`config.mk`:
```
export PLATFORM = sky130hd
export DESIGN_NAME = chroma_mean_threshold_mask
export DESIGN_NICKNAME = d
export VERILOG_FILES = /design/src/cmtm_pkg.sv /design/src/cmtm_front.sv /design/src/cmtm_back.sv /design/src/chroma_mean_threshold_mask.sv
export SDC_FILE = /design/constraint.sdc
export NUM_CORES = 1
export LEC_CHECK = 0
export BUFFER_PORTS_ARGS = -buffer_cell sky130_fd_sc_hd__buf_2
export CORE_MARGIN = 2
export CORE_UTILIZATION = 40
export CTS_BUF_LIST = sky130_fd_sc_hd__clkbuf_16
export DETAILED_ROUTE_END_ITERATION = 10
export GPL_TIMING_DRIVEN = 1
export PLACE_DENSITY = 0.57
export SYNTH_ARGS = -nofsm -noshare
export SYNTH_HDL_FRONTEND = slang
export SYNTH_SLANG_ARGS = --single-unit
```
`constraint.sdc`:
```
create_clock -name clk -period 14.05 [get_ports clk]
set_input_delay 0.7025 -clock clk [delete_from_list [all_inputs] [get_ports clk]]
set_output_delay 0.7025 -clock clk [all_outputs]
set_load 0.02 [all_outputs]
```
`src/cmtm_pkg.sv`:
```
// cmtm_pkg: shared types and constants for the chroma mean threshold mask
// no dependencies
`default_nettype none
package cmtm_pkg;
  localparam int unsigned SUM_W = 28;
  localparam int unsigned CNT_W = 21;
  // frame capacity in counted pixels; sums and count are sized for it
  localparam int unsigned MAX_FRAME_PIXELS = 1048576;

  typedef enum logic [2:0] {
    REG_BLACK  = 3'd0,
    REG_RED    = 3'd1,
    REG_BLUE   = 3'd2,
    REG_TOP    = 3'd3,
    REG_SELECT = 3'd4
  } reg_idx_t;

  typedef enum logic [1:0] {
    ST_IDLE = 2'd0,
    ST_NORM = 2'd1,
    ST_DIV  = 2'd2,
    ST_OUT  = 2'd3
  } state_t;

  // one classified item passed from front to back
  typedef struct packed {
    logic       cmd;
    logic       last;
    logic       lit;
    logic       below_top;
    logic [7:0] red;
    logic [7:0] green;
    logic [7:0] blue;
    logic [9:0] total;
  } item_t;

  typedef struct packed {
    logic       kind;
    logic       mask_bit;
    logic [7:0] avg_red;
    logic [7:0] avg_green;
    logic [7:0] avg_blue;
    logic       empty_frame;
  } result_t;
endpackage
`default_nettype wire

```
`src/cmtm_front.sv`:
```
// cmtm_front: accepts pixels, computes channel sum and classifies them
// depends on cmtm_pkg
`default_nettype none
module cmtm_front (
  input  wire logic            clk,
  input  wire logic            rst,
  input  wire logic            in_valid,
  output logic                 in_ready,
  input  wire logic [35:0]     in_data,
  input  wire logic [9:0]      black_limit,
  input  wire logic [9:0]      top_line,
  output logic                 q_valid,
  input  wire logic            q_ready,
  output cmtm_pkg::item_t      q_item
);
  logic [9:0] total;

  assign in_ready = !q_valid || q_ready;
  assign total = 10'(in_data[8:1]) + 10'(in_data[16:9]) + 10'(in_data[24:17]);

  always_ff @(posedge clk) begin
    if (rst) begin
      q_valid <= 1'b0;
    end else if (in_ready) begin
      q_valid <= in_valid;
    end
    if (in_ready && in_valid) begin
      q_item.cmd       <= in_data[0];
      q_item.red       <= in_data[8:1];
      q_item.green     <= in_data[16:9];
      q_item.blue      <= in_data[24:17];
      q_item.last      <= in_data[35];
      q_item.total     <= total;
      q_item.lit       <= total > black_limit;
      q_item.below_top <= in_data[34:25] > top_line;
    end
  end
endmodule
`default_nettype wire

```
`src/cmtm_back.sv`:
```
// cmtm_back: normalises, accumulates, divides at frame end and classifies
// depends on cmtm_pkg; one shared bit-serial divider
`default_nettype none
module cmtm_back (
  input  wire logic             clk,
  input  wire logic             rst,
  input  wire logic             q_valid,
  output logic                  q_ready,
  input  wire cmtm_pkg::item_t  q_item,
  input  wire logic [7:0]       red_limit,
  input  wire logic [7:0]       blue_limit,
  input  wire logic             select_blue,
  output logic                  out_valid,
  input  wire logic             out_ready,
  output cmtm_pkg::result_t     out_res
);
  localparam int unsigned SW = cmtm_pkg::SUM_W;
  localparam int unsigned CW = cmtm_pkg::CNT_W;
  localparam logic [4:0] NORM_LAST = 5'd15;       // 16 steps for c*256/total
  localparam logic [4:0] MEAN_LAST = 5'(SW - 1);  // full width steps for sum/count

  cmtm_pkg::state_t state, state_next;
  cmtm_pkg::item_t  it;
  logic [1:0]    ch;          // channel under division
  logic [4:0]    step;        // bit step of divider
  logic [SW-1:0] rem;
  logic [SW-1:0] quo;
  logic [SW-1:0] divisor;
  logic [SW-1:0] dividend;
  logic [7:0]    n_r, n_g, n_b;
  logic [SW-1:0] sum_red, sum_green, sum_blue;
  logic [CW-1:0] pixel_count;
  logic [7:0]    mean_red, mean_green, mean_blue;
  logic [SW:0]   rem_sh;
  logic          fits;
  logic [SW-1:0] rem_next;
  logic [SW-1:0] quo_next;
  logic          div_done;
  logic [7:0]    sat;
  logic [7:0]    val;
  logic          room;
  logic [SW-1:0] add_red, add_green, add_blue;
  logic [CW-1:0] count_next;

  // restoring divider step
  assign rem_sh   = {rem, dividend[SW-1]};
  assign fits     = rem_sh >= {1'b0, divisor};
  assign rem_next = fits ? SW'(rem_sh - {1'b0, divisor}) : rem_sh[SW-1:0];
  assign quo_next = {quo[SW-2:0], fits};
  assign div_done = (step == ((state == cmtm_pkg::ST_NORM) ? NORM_LAST : MEAN_LAST));
  assign sat      = (quo_next > SW'(255)) ? 8'd255 : quo_next[7:0];

  // frame capacity check and sums including the pixel in hand
  assign room       = pixel_count < CW'(cmtm_pkg::MAX_FRAME_PIXELS);
  assign add_red    = sum_red + SW'(n_r);
  assign add_green  = sum_green + SW'(n_g);
  assign add_blue   = sum_blue + SW'(sat);
  assign count_next = pixel_count + CW'(1);

  always_comb begin
    state_next = state;
    case (state)
      cmtm_pkg::ST_IDLE: begin
        if (q_valid) begin
          if (q_item.lit) state_next = cmtm_pkg::ST_NORM;
          else if (q_item.cmd) state_next = cmtm_pkg::ST_OUT;
          else if (q_item.last)
            state_next = (pixel_count == '0) ? cmtm_pkg::ST_OUT : cmtm_pkg::ST_DIV;
        end
      end
      cmtm_pkg::ST_NORM: begin
        if (div_done && ch == 2'd2) begin
          if (it.cmd) state_next = cmtm_pkg::ST_OUT;
          else if (it.last) state_next = cmtm_pkg::ST_DIV;
          else state_next = cmtm_pkg::ST_IDLE;
        end
      end
      cmtm_pkg::ST_DIV: begin
        if (div_done && ch == 2'd2) state_next = cmtm_pkg::ST_OUT;
      end
      cmtm_pkg::ST_OUT: begin
        if (!out_valid) state_next = cmtm_pkg::ST_IDLE;
      end
      default: state_next = cmtm_pkg::ST_IDLE;
    endcase
  end

  always_comb begin
    q_ready = (state == cmtm_pkg::ST_IDLE);
  end

  always_comb begin
    if (select_blue) val = (n_b > mean_blue) ? n_b - mean_blue : 8'd0;
    else             val = (n_r > mean_red) ? n_r - mean_red : 8'd0;
  end

  always_ff @(posedge clk) begin
    if (rst) begin
      state <= cmtm_pkg::ST_IDLE;
      out_valid <= 1'b0;
      sum_red <= '0; sum_green <= '0; sum_blue <= '0;
      pixel_count <= '0;
      mean_red <= '0; mean_green <= '0; mean_blue <= '0;
    end else begin
      if (out_valid && out_ready) out_valid <= 1'b0;
      state <= state_next;
      case (state)
        cmtm_pkg::ST_IDLE: begin
          if (q_valid) begin
            it <= q_item;
            n_r <= '0; n_g <= '0; n_b <= '0;
            ch <= 2'd0; step <= '0; rem <= '0; quo <= '0;
            if (q_item.lit) begin
              divisor <= SW'(q_item.total);
              dividend <= {q_item.red, {(SW-8){1'b0}}};
            end else begin
              divisor <= SW'(pixel_count);
              dividend <= sum_red;
            end
            // empty frame: means fall back to zero
            if (!q_item.lit && !q_item.cmd && q_item.last && pixel_count == '0) begin
              mean_red <= '0; mean_green <= '0; mean_blue <= '0;
            end
          end
        end
        cmtm_pkg::ST_NORM, cmtm_pkg::ST_DIV: begin
          if (!div_done) begin
            rem <= rem_next;
            quo <= quo_next;
            dividend <= dividend << 1;
            step <= step + 5'd1;
          end else begin
            step <= '0; rem <= '0; quo <= '0;
            if (state == cmtm_pkg::ST_NORM) begin
              case (ch)
                2'd0:    n_r <= sat;
                2'd1:    n_g <= sat;
                default: n_b <= sat;
              endcase
              if (ch == 2'd2 && !it.cmd && it.last) begin
                // frame end: start the mean divisions on the updated sums
                ch <= 2'd0;
                divisor <= room ? SW'(count_next) : SW'(pixel_count);
                dividend <= room ? add_red : sum_red;
              end else begin
                ch <= ch + 2'd1;
                dividend <= (ch == 2'd0) ? {it.green, {(SW-8){1'b0}}}
                                         : {it.blue, {(SW-8){1'b0}}};
              end
              if (ch == 2'd2 && !it.cmd && room) begin
                sum_red <= add_red;
                sum_green <= add_green;
                sum_blue <= add_blue;
                pixel_count <= count_next;
              end
            end else begin
              ch <= ch + 2'd1;
              case (ch)
                2'd0:    mean_red <= quo_next[7:0];
                2'd1:    mean_green <= quo_next[7:0];
                default: mean_blue <= quo_next[7:0];
              endcase
              dividend <= (ch == 2'd0) ? sum_green : sum_blue;
            end
          end
        end
        cmtm_pkg::ST_OUT: begin
          if (!out_valid) begin
            out_valid <= 1'b1;
            out_res.kind <= it.cmd;
            out_res.mask_bit <= it.cmd && it.below_top &&
                                (val > (select_blue ? blue_limit : red_limit));
            out_res.avg_red <= it.cmd ? 8'd0 : mean_red;
            out_res.avg_green <= it.cmd ? 8'd0 : mean_green;
            out_res.avg_blue <= it.cmd ? 8'd0 : mean_blue;
            out_res.empty_frame <= !it.cmd && (pixel_count == '0);
            if (!it.cmd) begin
              sum_red <= '0; sum_green <= '0; sum_blue <= '0; pixel_count <= '0;
            end
          end
        end
        default: ;
      endcase
    end
  end
endmodule
`default_nettype wire

```
`src/chroma_mean_threshold_mask.sv`:
```
// chroma_mean_threshold_mask: top level, register file and front/back join
// depends on cmtm_pkg, cmtm_front, cmtm_back
// pixels come in as transfers with cmd on s_tuser and the frame end on s_tlast; a front
// stage registers each pixel with its channel sum, and the back works one item at a
// time through a shared bit-serial divider: a lit pixel takes three 16-step
// divisions, a classify pixel then goes through the output state, and a black pixel
// skips the divisions; a frame end adds the three 28-step mean divisions and the
// output state, and an empty frame skips the divisions; a result waiting on m_tready
// holds the next result in the back's output state until it is taken
`default_nettype none
module chroma_mean_threshold_mask (
  input  wire logic        clk,
  input  wire logic        rst,
  input  wire logic        s_tvalid,
  output logic             s_tready,
  input  wire logic [39:0] s_tdata,  // red, green, blue_value, row
  input  wire logic        s_tuser,  // cmd
  input  wire logic        s_tlast,  // last
  output logic             m_tvalid,
  input  wire logic        m_tready,
  output logic [31:0]      m_tdata,  // mask_bit, avg_red, avg_green, avg_blue, empty_frame
  output logic             m_tuser,  // kind
  input  wire logic        psel,
  input  wire logic        penable,
  input  wire logic        pwrite,
  input  wire logic [4:0]  paddr,
  input  wire logic [31:0] pwdata,
  output logic [31:0]      prdata,
  output logic             pready
);
  logic [9:0] black_limit, top_line;
  logic [7:0] red_limit, blue_limit;
  logic       select_blue;
  logic       q_valid, q_ready;
  cmtm_pkg::item_t   q_item;
  cmtm_pkg::result_t res;
  cmtm_pkg::reg_idx_t ridx;

  assign pready = 1'b1;
  assign ridx = cmtm_pkg::reg_idx_t'(paddr[4:2]);

  always_ff @(posedge clk) begin
    if (rst) begin
      black_limit <= 10'd42; red_limit <= 8'd51; blue_limit <= 8'd51;
      top_line <= 10'd15; select_blue <= 1'b0;
    end else if (psel && penable && pwrite) begin
      case (ridx)
        cmtm_pkg::REG_BLACK:  black_limit <= pwdata[9:0];
        cmtm_pkg::REG_RED:    red_limit <= pwdata[7:0];
        cmtm_pkg::REG_BLUE:   blue_limit <= pwdata[7:0];
        cmtm_pkg::REG_TOP:    top_line <= pwdata[9:0];
        cmtm_pkg::REG_SELECT: select_blue <= pwdata[0];
        default: ;
      endcase
    end
  end

  always_comb begin
    case (ridx)
      cmtm_pkg::REG_BLACK:  prdata = 32'(black_limit);
      cmtm_pkg::REG_RED:    prdata = 32'(red_limit);
      cmtm_pkg::REG_BLUE:   prdata = 32'(blue_limit);
      cmtm_pkg::REG_TOP:    prdata = 32'(top_line);
      cmtm_pkg::REG_SELECT: prdata = 32'(select_blue);
      default:              prdata = '0;
    endcase
  end

  // front item layout, lowest bit first: cmd, red, green, blue, row, last
  cmtm_front u_front (
    .clk, .rst, .in_valid(s_tvalid), .in_ready(s_tready),
    .in_data({s_tlast, s_tdata[33:0], s_tuser}),
    .black_limit, .top_line, .q_valid, .q_ready, .q_item
  );

  cmtm_back u_back (
    .clk, .rst, .q_valid, .q_ready, .q_item, .red_limit, .blue_limit, .select_blue,
    .out_valid(m_tvalid), .out_ready(m_tready), .out_res(res)
  );

  assign m_tdata = {6'd0, res.empty_frame, res.avg_blue, res.avg_green, res.avg_red,
                    res.mask_bit};
  assign m_tuser = res.kind;
  logic unused_hi;
  assign unused_hi = ^s_tdata[39:34];
endmodule
`default_nettype wire

```
After elaboration in Yosys (flattened, before gate mapping)
Cells that the tools add are included.
{"block": "word_totals", "register_bits": 396, "out_inout_bits": 68}
{"block": "op_classes", "add_sub_neg": 11, "n_lt_le_gt_ge": 8, "n_eq_ne": 25, "n_mux": 98, "n_bitwise": 2, "n_reduce_logical": 45}
{"operator": "28-bit two-way mux", "n": 26}
{"operator": "28-bit case mux with 2 select lines", "n": 6}
{"operator": "8-bit two-way mux", "n": 26}
{"operator": "21-bit two-way mux", "n": 7}
{"operator": "8-bit case mux with 2 select lines", "n": 6}
{"operator": "28-bit by 8-bit adder with 28-bit output", "n": 3}
{"operator": "27-bit case mux with 2 select lines", "n": 1}
{"operator": "10-bit case mux with 5 select lines", "n": 1}
{"operator": "6-bit AND reduction", "n": 8}
{"operator": "21-bit case mux with 2 select lines", "n": 1}
{"operator": "29-bit by 28-bit greater-or-equal comparator with 1-bit output", "n": 1}
{"operator": "28-bit by 8-bit > comparator with 1-bit output (second input constant)", "n": 1}
{"operator": "28-bit subtractor", "n": 1}
{"operator": "27-bit two-way mux", "n": 1}
{"operator": "2-bit two-way mux", "n": 13}
{"operator": "8-bit > comparator", "n": 3}
{"operator": "21-bit by 1-bit adder with 21-bit output (second input constant)", "n": 1}
{"operator": "21-bit logical NOT", "n": 1}
{"operator": "21-bit less-than comparator (second input constant)", "n": 1}
{"operator": "10-bit > comparator", "n": 2}
{"operator": "2-bit by 1-bit inequality test with 1-bit output (second input constant)", "n": 9}
{"operator": "8-bit subtractor", "n": 2}
{"operator": "5-bit two-way mux", "n": 3}
{"operator": "1-bit logical AND", "n": 14}
{"operator": "27 further kinds", "n": 51}

Longest topological paths before layout
Gate-level depths: netlist of run 1.
{"block": "depth", "depth_word": 8, "ltp_mapped": 21, "mapped_depth_nobuf": 19}

Hierarchy
From an unflattened synthesis of run 1, not the netlist that was laid out.
{"block": "unflattened", "hier_cells": 2317, "hier_area_um2": 22559.1}
{"module": "cmtm_back", "n_inst": 1, "cells_per_inst": 1944, "area_per_inst_um2": 18290.0, "seq_area_each_um2": 8077.7}
{"module": "cmtm_front", "n_inst": 1, "cells_per_inst": 166, "area_per_inst_um2": 2190.9, "seq_area_each_um2": 1161.1}
{"module": "chroma_mean_threshold_mask", "n_inst": 1, "cells_per_inst": 207, "area_per_inst_um2": 2078.2, "seq_area_each_um2": 740.7}

Worst setup path after synthesis of run 1
OpenSTA, ideal clock, no wires.
{"block": "synth_path", "kind": "input port to flip-flop", "start": "input port rst", "end": "register u_back.divisor[0] (enable)", "setup_ns": 0.406, "arrival_time_ns": 9.581, "path_slack_ns": 4.062, "path_stages": 4, "n_path_buf": 1, "cell_sequence": "clkbuf_1 -> a211oi_1 -> nand2b_1 -> a21oi_1"}
{"block": "synth_between", "elab_chain_len": 2}
{"element": "from (decl)", "line": "chroma_mean_threshold_mask.sv:13", "text": "input wire logic rst,"}
{"element": "1-bit NOT (no line)"}
{"element": "6-bit AND reduction (no line)"}
{"element": "to (signal assigned)", "line": "cmtm_back.sv:114", "text": "divisor <= SW'(q_item.total);"}
{"element": "to (signal assigned)", "line": "cmtm_back.sv:117", "text": "divisor <= SW'(pixel_count);"}
{"element": "to (signal assigned)", "line": "cmtm_back.sv:143", "text": "divisor <= room ? SW'(count_next) : SW'(pixel_count);"}
{"element": "to (decl)", "line": "cmtm_back.sv:28", "text": "logic [SW-1:0] divisor;"}
Every way passes these cells.
A chain may end at the register's enable or synchronous reset.

Final worst setup path of run 1
{"block": "layout_path", "start": "register u_back.rem[21]", "end": "register u_back.sum_blue[23]"}
{"block": "layout_between", "elab_chain_len": 8}
{"element": "from (decl)", "line": "cmtm_back.sv:26", "text": "logic [SW-1:0] rem;"}
{"element": "from (signal assigned)", "line": "cmtm_back.sv:128", "text": "rem <= rem_next;"}
{"element": "29-bit by 28-bit greater-or-equal comparator with 1-bit output (*)", "line": "cmtm_back.sv:47", "text": "assign fits = rem_sh >= {1'b0, divisor};"}
{"element": "28-bit by 8-bit > comparator with 1-bit output", "line": "cmtm_back.sv:51", "text": "assign sat = (quo_next > SW'(255)) ? 8'd255 : quo_next[7:0];"}
{"element": "8-bit two-way mux (*)", "line": "cmtm_back.sv:51"}
{"element": "28-bit by 8-bit adder with 28-bit output (*)", "line": "cmtm_back.sv:57", "text": "assign add_blue = sum_blue + SW'(sat);"}
{"element": "28-bit two-way mux (*)", "line": "cmtm_back.sv:150", "text": "if (ch == 2'd2 && !it.cmd && room) begin"}
{"element": "28-bit two-way mux (*)", "line": "cmtm_back.sv:134", "text": "if (state == cmtm_pkg::ST_NORM) begin"}
{"element": "28-bit two-way mux (*)", "line": "cmtm_back.sv:127", "text": "if (!div_done) begin"}
{"element": "28-bit case mux with 2 select lines (*)", "line": "cmtm_back.sv:107", "text": "case (state)"}
{"element": "to (signal assigned)", "line": "cmtm_back.sv:153", "text": "sum_blue <= add_blue;"}
{"element": "to (decl)", "line": "cmtm_back.sv:31", "text": "logic [SW-1:0] sum_red, sum_green, sum_blue;"}
Mark *: on every way between the ends. The rest lies on a longest branch, timed or not. The select of a mux whose other input is x is not followed.

==> impl_metrics.ini, run 1 <==
[finish]
fin_nets = 2613
area_delta_synth_final_pct = 11.3
diodes = 0
layout-drive-gt1-share_pct = 10.6
finalInstanceArea_sq_mm = 0.0249

[floorplanning]
num_rows = 86
die_x_microns = 241
die_h_microns = 241
pin_count = 154
core_area_sq_mm = 0.0552
start_util_pct = 40.6
dieArea_sq_mm = 0.0579

[route]
wl_met3_microns = 3490
via_per_inst = 5.65
drt_first_pass_iters = 5
finalWirelength_microns = 61500
drc = 0
wl_met1_microns = 27400
initialDrtViolationCount = 1386
final_antenna_net_count = 0
met2RoutedLength_microns = 29200
highest_layer = met4
wl_per_cell_microns = 19.3
via_count = 17991

[worst_setup_path]
crit_path_start_kind = flip-flop
required_ns = 14.53
max_stage_delay_ns = 1.05
cpMostUsedCell = or4_4
rrSetupSlack_ns = 9.09
path_max_fanout = 19
critPathKind = flip-flop to flip-flop
r2r_cells = 13
crit_family = simple AND/OR/NAND/NOR gates
crit_chain = or4_4 -> or3_4 -> or4_4 -> nor2_2 -> nand2_1 -> ha_1 -> a21o_1 -> a21oi_1 -> o21ai_0 -> a41oi_1 -> nor4b_1 -> xnor2_1 -> nor2_1
r2r-end = u_back.sum_blue[23]
slowest_stage = a41oi_1
worstReg2RegStart = u_back.rem[21]
path_buf_inv = 0
worst_setup_path_end_kind = flip-flop
arrival_ns = 5.44

[grt]
grt_pass1_wl_microns = 97600
grt_pass1_vias = 17606
track_usage_pct = 21.3
overflow = 0
grt_max_degree = 94
antenna_found_initial = 0

[yosys]
synth_ff_type = edfxtp_1
synthTopCellsByArea = edfxtp_1 (29%), dfxtp_1 (15%), ha_1 (6.6%), a21oi_1 (5.2%), mux2i_1 (3.8%)
synth_area_leader_cell = edfxtp_1
syn_avg_cell_area_sq_um = 9.46
mappedNetlistArea_sq_mm = 0.0224
synth_most_common_cell = a21oi_1
yosys_warnings = 0
syn_inst = 2369
yosys-top-cells-count = a21oi_1 (234), edfxtp_1 (219), nor2_1 (195), dfxtp_1 (170), o21ai_0 (151)
ys_seq_elements = 389
synth_edf_count = 219
synth_top_area_share_pct = 29.3
yosysSeqAreaShare_pct = 44.5
async_flop_share_pct = 0
ys_types = 88

[clock_tree]
ctsHtreeMaxLevel = 2
cts_buffer_depth = 3
post_cts_buffers = 0
clkSinkCount = 389
cts_buffers = 46
clkSlewWorstSetupHoldPaths_ns = 0.06
clock_latency_ns = 0.61
ctsResizeCount = 0
cts-root-buf = clkbuf_16
cts_tree = built
hold_buffers = 0

[place]
dpl-instance-area_sq_mm = 0.0234
dp_hpwl_microns = 42900
place.gp.congestion = 0.872
port_buffers = 94

[timing]
drv_slew = 0
finalSetupViolCount = 0
max_freq_mhz = 202
clock_skew_ns = 0.0274
hold_violations = 0
finalCritPeriodShare_pct = 35.3
worst-slew-pin-transition_ns = 1.23
tns_ns = 0
maxSlewHeadroom_pct = 17.0
rsz0062_at_grt = no
layout_min_cycle_time_ns = 4.96
holdWs_ns = 0.286

[run_status]
status = completed

[power]
peakVddDrop_v = 0.000111
powerDensity_mw_per_mm2 = 183
leakage_nw = 9.16

[hold_path]
holdCritStartpoint = s_tdata[15]
hold_depth = 1
holdPathEnd = u_front.q_item[25]
hp-class = input pin to flip-flop

[run]
max_cap_violations = 0
where the power goes:
part	internal (mW)	switching (mW)	leakage [nW]
clock	0.724	0.509	0.799
combinational	0.601	1.13	4.90
sequential	1.50	0.115	3.46
state kept, by name, summed over array words and instances (netlist names), 2 cells and up:
signal and flops:
u_back.mean_green 8, blue_limit 8, u_front.q_item 38, top_line 10, u_back.quo 27, u_back.rem 28, u_back.sum_red 28, u_back.it 19
red_limit 8, u_back.sum_blue 28, u_back.mean_red 8, u_back.n_r 8, u_back.divisor 21, u_back.state 2, u_back.sum_green 28, black_limit 10
u_back.ch 2, u_back.n_b 8, u_back.n_g 8, u_back.step 5, u_back.pixel_count 21, u_back.out_res 27, u_back.dividend 28, u_back.mean_blue 8
per-layer routing:
| layer | up-vias | global-route usage, % |
|---|---|---|
| li1 | 8639 | - |
| met1 | 8743 | 28.7 |
| met2 | 517 | 35.4 |
| met3 | 92 | 3.12 |
| met4 | 0 | 6.27 |
| met5 | - | 0 |
layout make-up:
type | count | area (sq um)
clock inverters | 39 | 378
inverters | 119 | 447
flip-flops and latches | 389 | 9980
repair buffers | 125 | 706
fillers | 5248 | 30300
clock buffers | 47 | 1180
multi-input cells | 1720 | 11300
well taps | 748 | 936
worst max path at each step:
stage	end	slack, ns	startpoint	depth (start not counted)
after floorplan	u_back.divisor[0]	4.06	rst	4
after global placement	u_back.sum_blue[27]	9.14	u_back.rem[21]	13
after detailed placement	u_back.sum_blue[15]	9.07	u_back.rem[21]	13
after CTS	u_back.sum_blue[23]	9.06	u_back.rem[21]	13
after global routing	u_back.sum_blue[23]	8.79	u_back.rem[21]	13
final	u_back.sum_blue[23]	9.09	u_back.rem[21]	13
through the flow:
stage / worst slack [ns] / std cells / utilization (%) / total power, mW
floorplan: 4.06 / 2396 / - / 2.87
CTS: 9.06 / 3187 / 45.2 / 4.59
global placement: 9.14 / 3101 / 42.4 / 3.31
finish: 9.09 / 3187 / 45.2 / 4.57
detailed placement: 9.07 / 3101 / 42.4 / 3.34
global route: 8.79 / 3187 / 45.2 / 4.87
kinds of logic (layout without fill, tap and decap cells):
family	Yosys count	in the layout	share of synthesized area, %
and+or+nand+nor	754	754	17.3
muxes	101	101	4.95
AOI/OAI and AO/OA	611	611	16.3
xor gates and xnor gates	99	99	3.87
DFF	389	389	44.5
buffers and inverters	287	330	5.70
other	2	29	0.0335
adders and majority gates	126	126	7.30
layout by cell type, fill, tap and decap left out, drive strengths merged, types with 24 or more instances in the layout:
master / count
a21oi: 234
edfxtp: 219
nor2: 196
dfxtp: 170
o21ai: 163
nand2: 133
inv: 129
buf: 125
ha: 118
mux2i: 86
nand3: 82
xnor2: 61
or3: 57
nor3: 50
clkbuf: 47
nor2b: 43
xor2: 38
and3: 38
a31oi: 33
a21o: 30
nand4: 30
and2: 30
conb: 29
nor4: 26
a211oi: 24
(Power assumes the default switching activity.)
==> run 2: changes to the inputs <==
ABC_AREA = 1   (was not set)
PLACE_DENSITY = 0.59   (was 0.57)
clock period = 4.44 ns   (was 14.05 ns; I/O delays follow)
==> run 2 against run 1 <==
Effect of this change: clock power grew to 3.0 times the previous value; combinational power grew to 3.9 times the previous value; synthesized area grew 3.7%; flip-flop and latch count is the same; power grew to 3.4 times the previous value; largest power group unchanged; hold slack lost 0.24 ns; global-route usage grew 1.1 points; non-clock buffer count grew 38; cell area grew 5.3%; clock-buffer cell count shrank 1; sequential power grew to 3.2 times the previous value; die area grew 3.7%.
==> impl_metrics.ini, run 2 <==
[place]
place.gp.congestion = 0.927
dp_cells = 3807
dp_hpwl_microns = 50100
port_buffers = 94

[timing]
max_freq_mhz = 252
finalSetupViolCount = 0
hold_violations = 0
drv_slew = 0
finalCritPeriodShare_pct = 89.4
worst-slew-pin-transition_ns = 1.24
maxSlewHeadroom_pct = 16.9
layout_min_cycle_time_ns = 3.97
clock_skew_ns = 0.0246
tns_ns = 0
rsz0062_at_grt = no

[grt]
antenna_found_initial = 0
grt_pass1_wl_microns = 107000
overflow = 0
grt_pass1_vias = 19723
grt_max_degree = 71
track_usage_pct = 22.4

[power]
netSwitchingPower_mw = 6.59
p_int_mw = 9.15
p_comb_share_pct = 42.9
p_clk_share_pct = 23.8
p_seq_share_pct = 33.2
powerDensity_mw_per_mm2 = 599
peakVddDrop_v = 0.000405
leakage_nw = 10.9
swShare_pct = 41.9

[floorplanning]
dieArea_sq_mm = 0.0601
start_util_pct = 40.4
die_h_microns = 245
pin_count = 154
die_x_microns = 245
num_rows = 88
core_area_sq_mm = 0.0576

[finish]
layout-drive-gt1-share_pct = 7.14
nFillCells = 5634
final_common_cell = nand2_1
fin_nets = 3340
final_cell_mix = nand2_1 (718), inv_1 (378), a21oi_1 (332)
final_cells = 3930
diodes = 0
largest_register = u_front.q_item
area_delta_synth_final_pct = 13.0
largest_register_ffs = 38

[worst_setup_path]
worstReg2RegStart = u_back.rem[7]
critPathKind = flip-flop to flip-flop
max_stage_delay_ns = 0.39
crit_family = simple AND/OR/NAND/NOR gates
crit_chain = ha_1 -> nand2_1 -> nor2_2 -> nand3_1 -> nor3_1 -> nor2_1 -> nand3_2 -> inv_1 -> nand2_1 -> ha_1 -> inv_1 -> fa_1 -> nand3b_1 -> nand2_1 -> nand2_1 -> nand3_1 -> nand2_1 -> nor2_1 -> nand3_1 -> nor3_2 -> nand2_1 -> nand2_1 -> nor2_1
cpMostUsedCell = nand2_1
worst_setup_path_end_kind = flip-flop
r2r-end = u_back.sum_blue[24]
required_ns = 4.91
r2r_cells = 23
arrival_ns = 4.44
slowest_stage = edfxtp_1
crit_path_start_kind = flip-flop
rrSetupSlack_ns = 0.47
path_max_fanout = 4
path_buf_inv = 2

[clock_tree]
cts_buffers = 45
post_cts_buffers = 0
ctsHtreeMaxLevel = 2
cts_tree = built
cts-root-buf = clkbuf_16
cts_buffer_depth = 3
clkSlewWorstSetupHoldPaths_ns = 0.06
clkSinkCount = 389
clock_latency_ns = 0.59

[run]
max_cap_violations = 0

[yosys]
ys_seq_elements = 389
ys_types = 58
mappedNetlistArea_sq_mm = 0.0232
yosys-top-cells-count = nand2_1 (718), inv_1 (372), a21oi_1 (334), nor2_1 (272), edfxtp_1 (219)
synth_top_area_share_pct = 28.3
syn_avg_cell_area_sq_um = 7.69
synthTopCellsByArea = edfxtp_1 (28%), dfxtp_1 (15%), nand2_1 (12%), a21oi_1 (7.2%), ha_1 (6.4%)
yosys_warnings = 0
async_flop_share_pct = 0
synth_edf_count = 219
synth_most_common_cell = nand2_1
syn_inst = 3023
synth_ff_type = edfxtp_1
yosysSeqAreaShare_pct = 42.9
synth_area_leader_cell = edfxtp_1

[route]
finalWirelength_microns = 68200
drt_first_pass_iters = 6
via_per_inst = 5.25
drc = 0
via_count = 20633
wl_per_cell_microns = 17.4
initialDrtViolationCount = 1533
final_antenna_net_count = 0

[run_status]
status = completed

[hold_path]
holdPathEnd = select_blue
holdCritStartpoint = paddr[3]
hp-class = input pin to flip-flop
hold_depth = 4
==> run 2: cell types whose count changed after synthesis, moves of 22 or more <==
cell	before	now
nand2_1	129	718
or3_1	54	0
and2_1	29	0
nor2_1	195	272
inv_1	115	372
and3_1	38	2
nor2b_1	43	0
nand3_1	81	147
a211oi_1	24	2
clkbuf_1	104	70
xnor2_1	61	26
mux2i_1	86	9
a21oi_1	234	334
a31oi_1	33	9
==> run 2: worst register-to-register path: cells and delay by family (launching register included) <==
family,cells,cell delay (ns)
fa+ha+maj,3,0.94
buf+inv,2,0.22
flops,1,0.39
simple gates,18,2.34
==> run 2: cell families (layout without fill, tap and decap cells) <==
logic type / after synthesis / in the layout / share of synthesized area (%)
AO/OA/AOI/OAI: 626 / 626 / 14.8
buffers and inverters: 511 / 626 / 8.88
XOR/XNOR: 75 / 75 / 2.83
AND/OR/NAND/NOR: 1285 / 1285 / 23.1
other: 2 / 29 / 0.0323
flip-flops: 389 / 389 / 42.9
adder cells (fa/ha/maj): 126 / 126 / 7.04
multiplexers: 9 / 9 / 0.388
==> run 2: power by group through the flow <==
stage	combinational [mW]	clock, mW	sequential [mW]
after floorplan	4.81	0	5.15
after detailed placement	6.67	0	5.29
after global placement	6.61	0	5.27
final	6.76	3.75	5.23
after global routing	7.60	3.97	5.31
after CTS	6.74	3.82	5.23
==> run 2: worst max path at each step <==
stage | slack, ns | end | cells after the start | startpoint
6_report | 0.47 | u_back.sum_blue[24] | 23 | u_back.rem[7]
3_5_place_dp | 0.42 | u_back.sum_blue[24] | 23 | u_back.rem[15]
4_1_cts | 0.39 | u_back.sum_blue[24] | 23 | u_back.rem[15]
3_3_place_gp | 0.43 | u_back.sum_blue[24] | 23 | u_back.rem[15]
5_1_grt | 0.03 | u_back.sum_blue[22] | 21 | u_back.rem[15]
2_1_floorplan | 0.67 | u_back.divisor[0] | 9 | u_back.state[0]
==> run 2: stage by stage <==
stage	power, mW	hold WS [ns]	setup WS (ns)	utilization, %	instance area (sq um)
after floorplan	9.97	0.321	0.675	-	23400
after global placement	11.9	0.403	0.432	42.4	24400
after detailed placement	12.0	0.405	0.422	42.4	24400
after CTS	15.8	0.00872	0.390	45.6	26300
after global routing	16.9	0.0646	0.0322	45.6	26300
final	15.7	0.0458	0.470	45.6	26300
==> run 2: area by class of cell <==
class / count / area (sq um) / area share, %
inverters: 379 / 1430 / 5.44
multi-input cells: 2150 / 11300 / 43.2
clock buffers: 46 / 1150 / 4.38
flip-flops and latches: 389 / 9980 / 38.0
repair buffers: 163 / 1090 / 4.13
clock inverters: 38 / 325 / 1.24
well taps: 765 / 957 / 3.64
==> run 2: timing repair <==
item                                    CTS  global route
hold endpoints to repair                 65             0
hold buffers                             39             0
endpoints found under the setup margin    0             2
gates resized for setup                   0             3
==> run 2: metal layers <==
| layer | global-route usage [%] | part of all wire [%] | vias to the layer above |
|---|---|---|---|
| met4 | 7.84 | 3.2 | 0 |
| met5 | 0 | 0 | - |
| met1 | 29.6 | 45 | 9626 |
| li1 | - | - | 10283 |
| met3 | 3.66 | 5.6 | 118 |
| met2 | 37.1 | 47 | 606 |
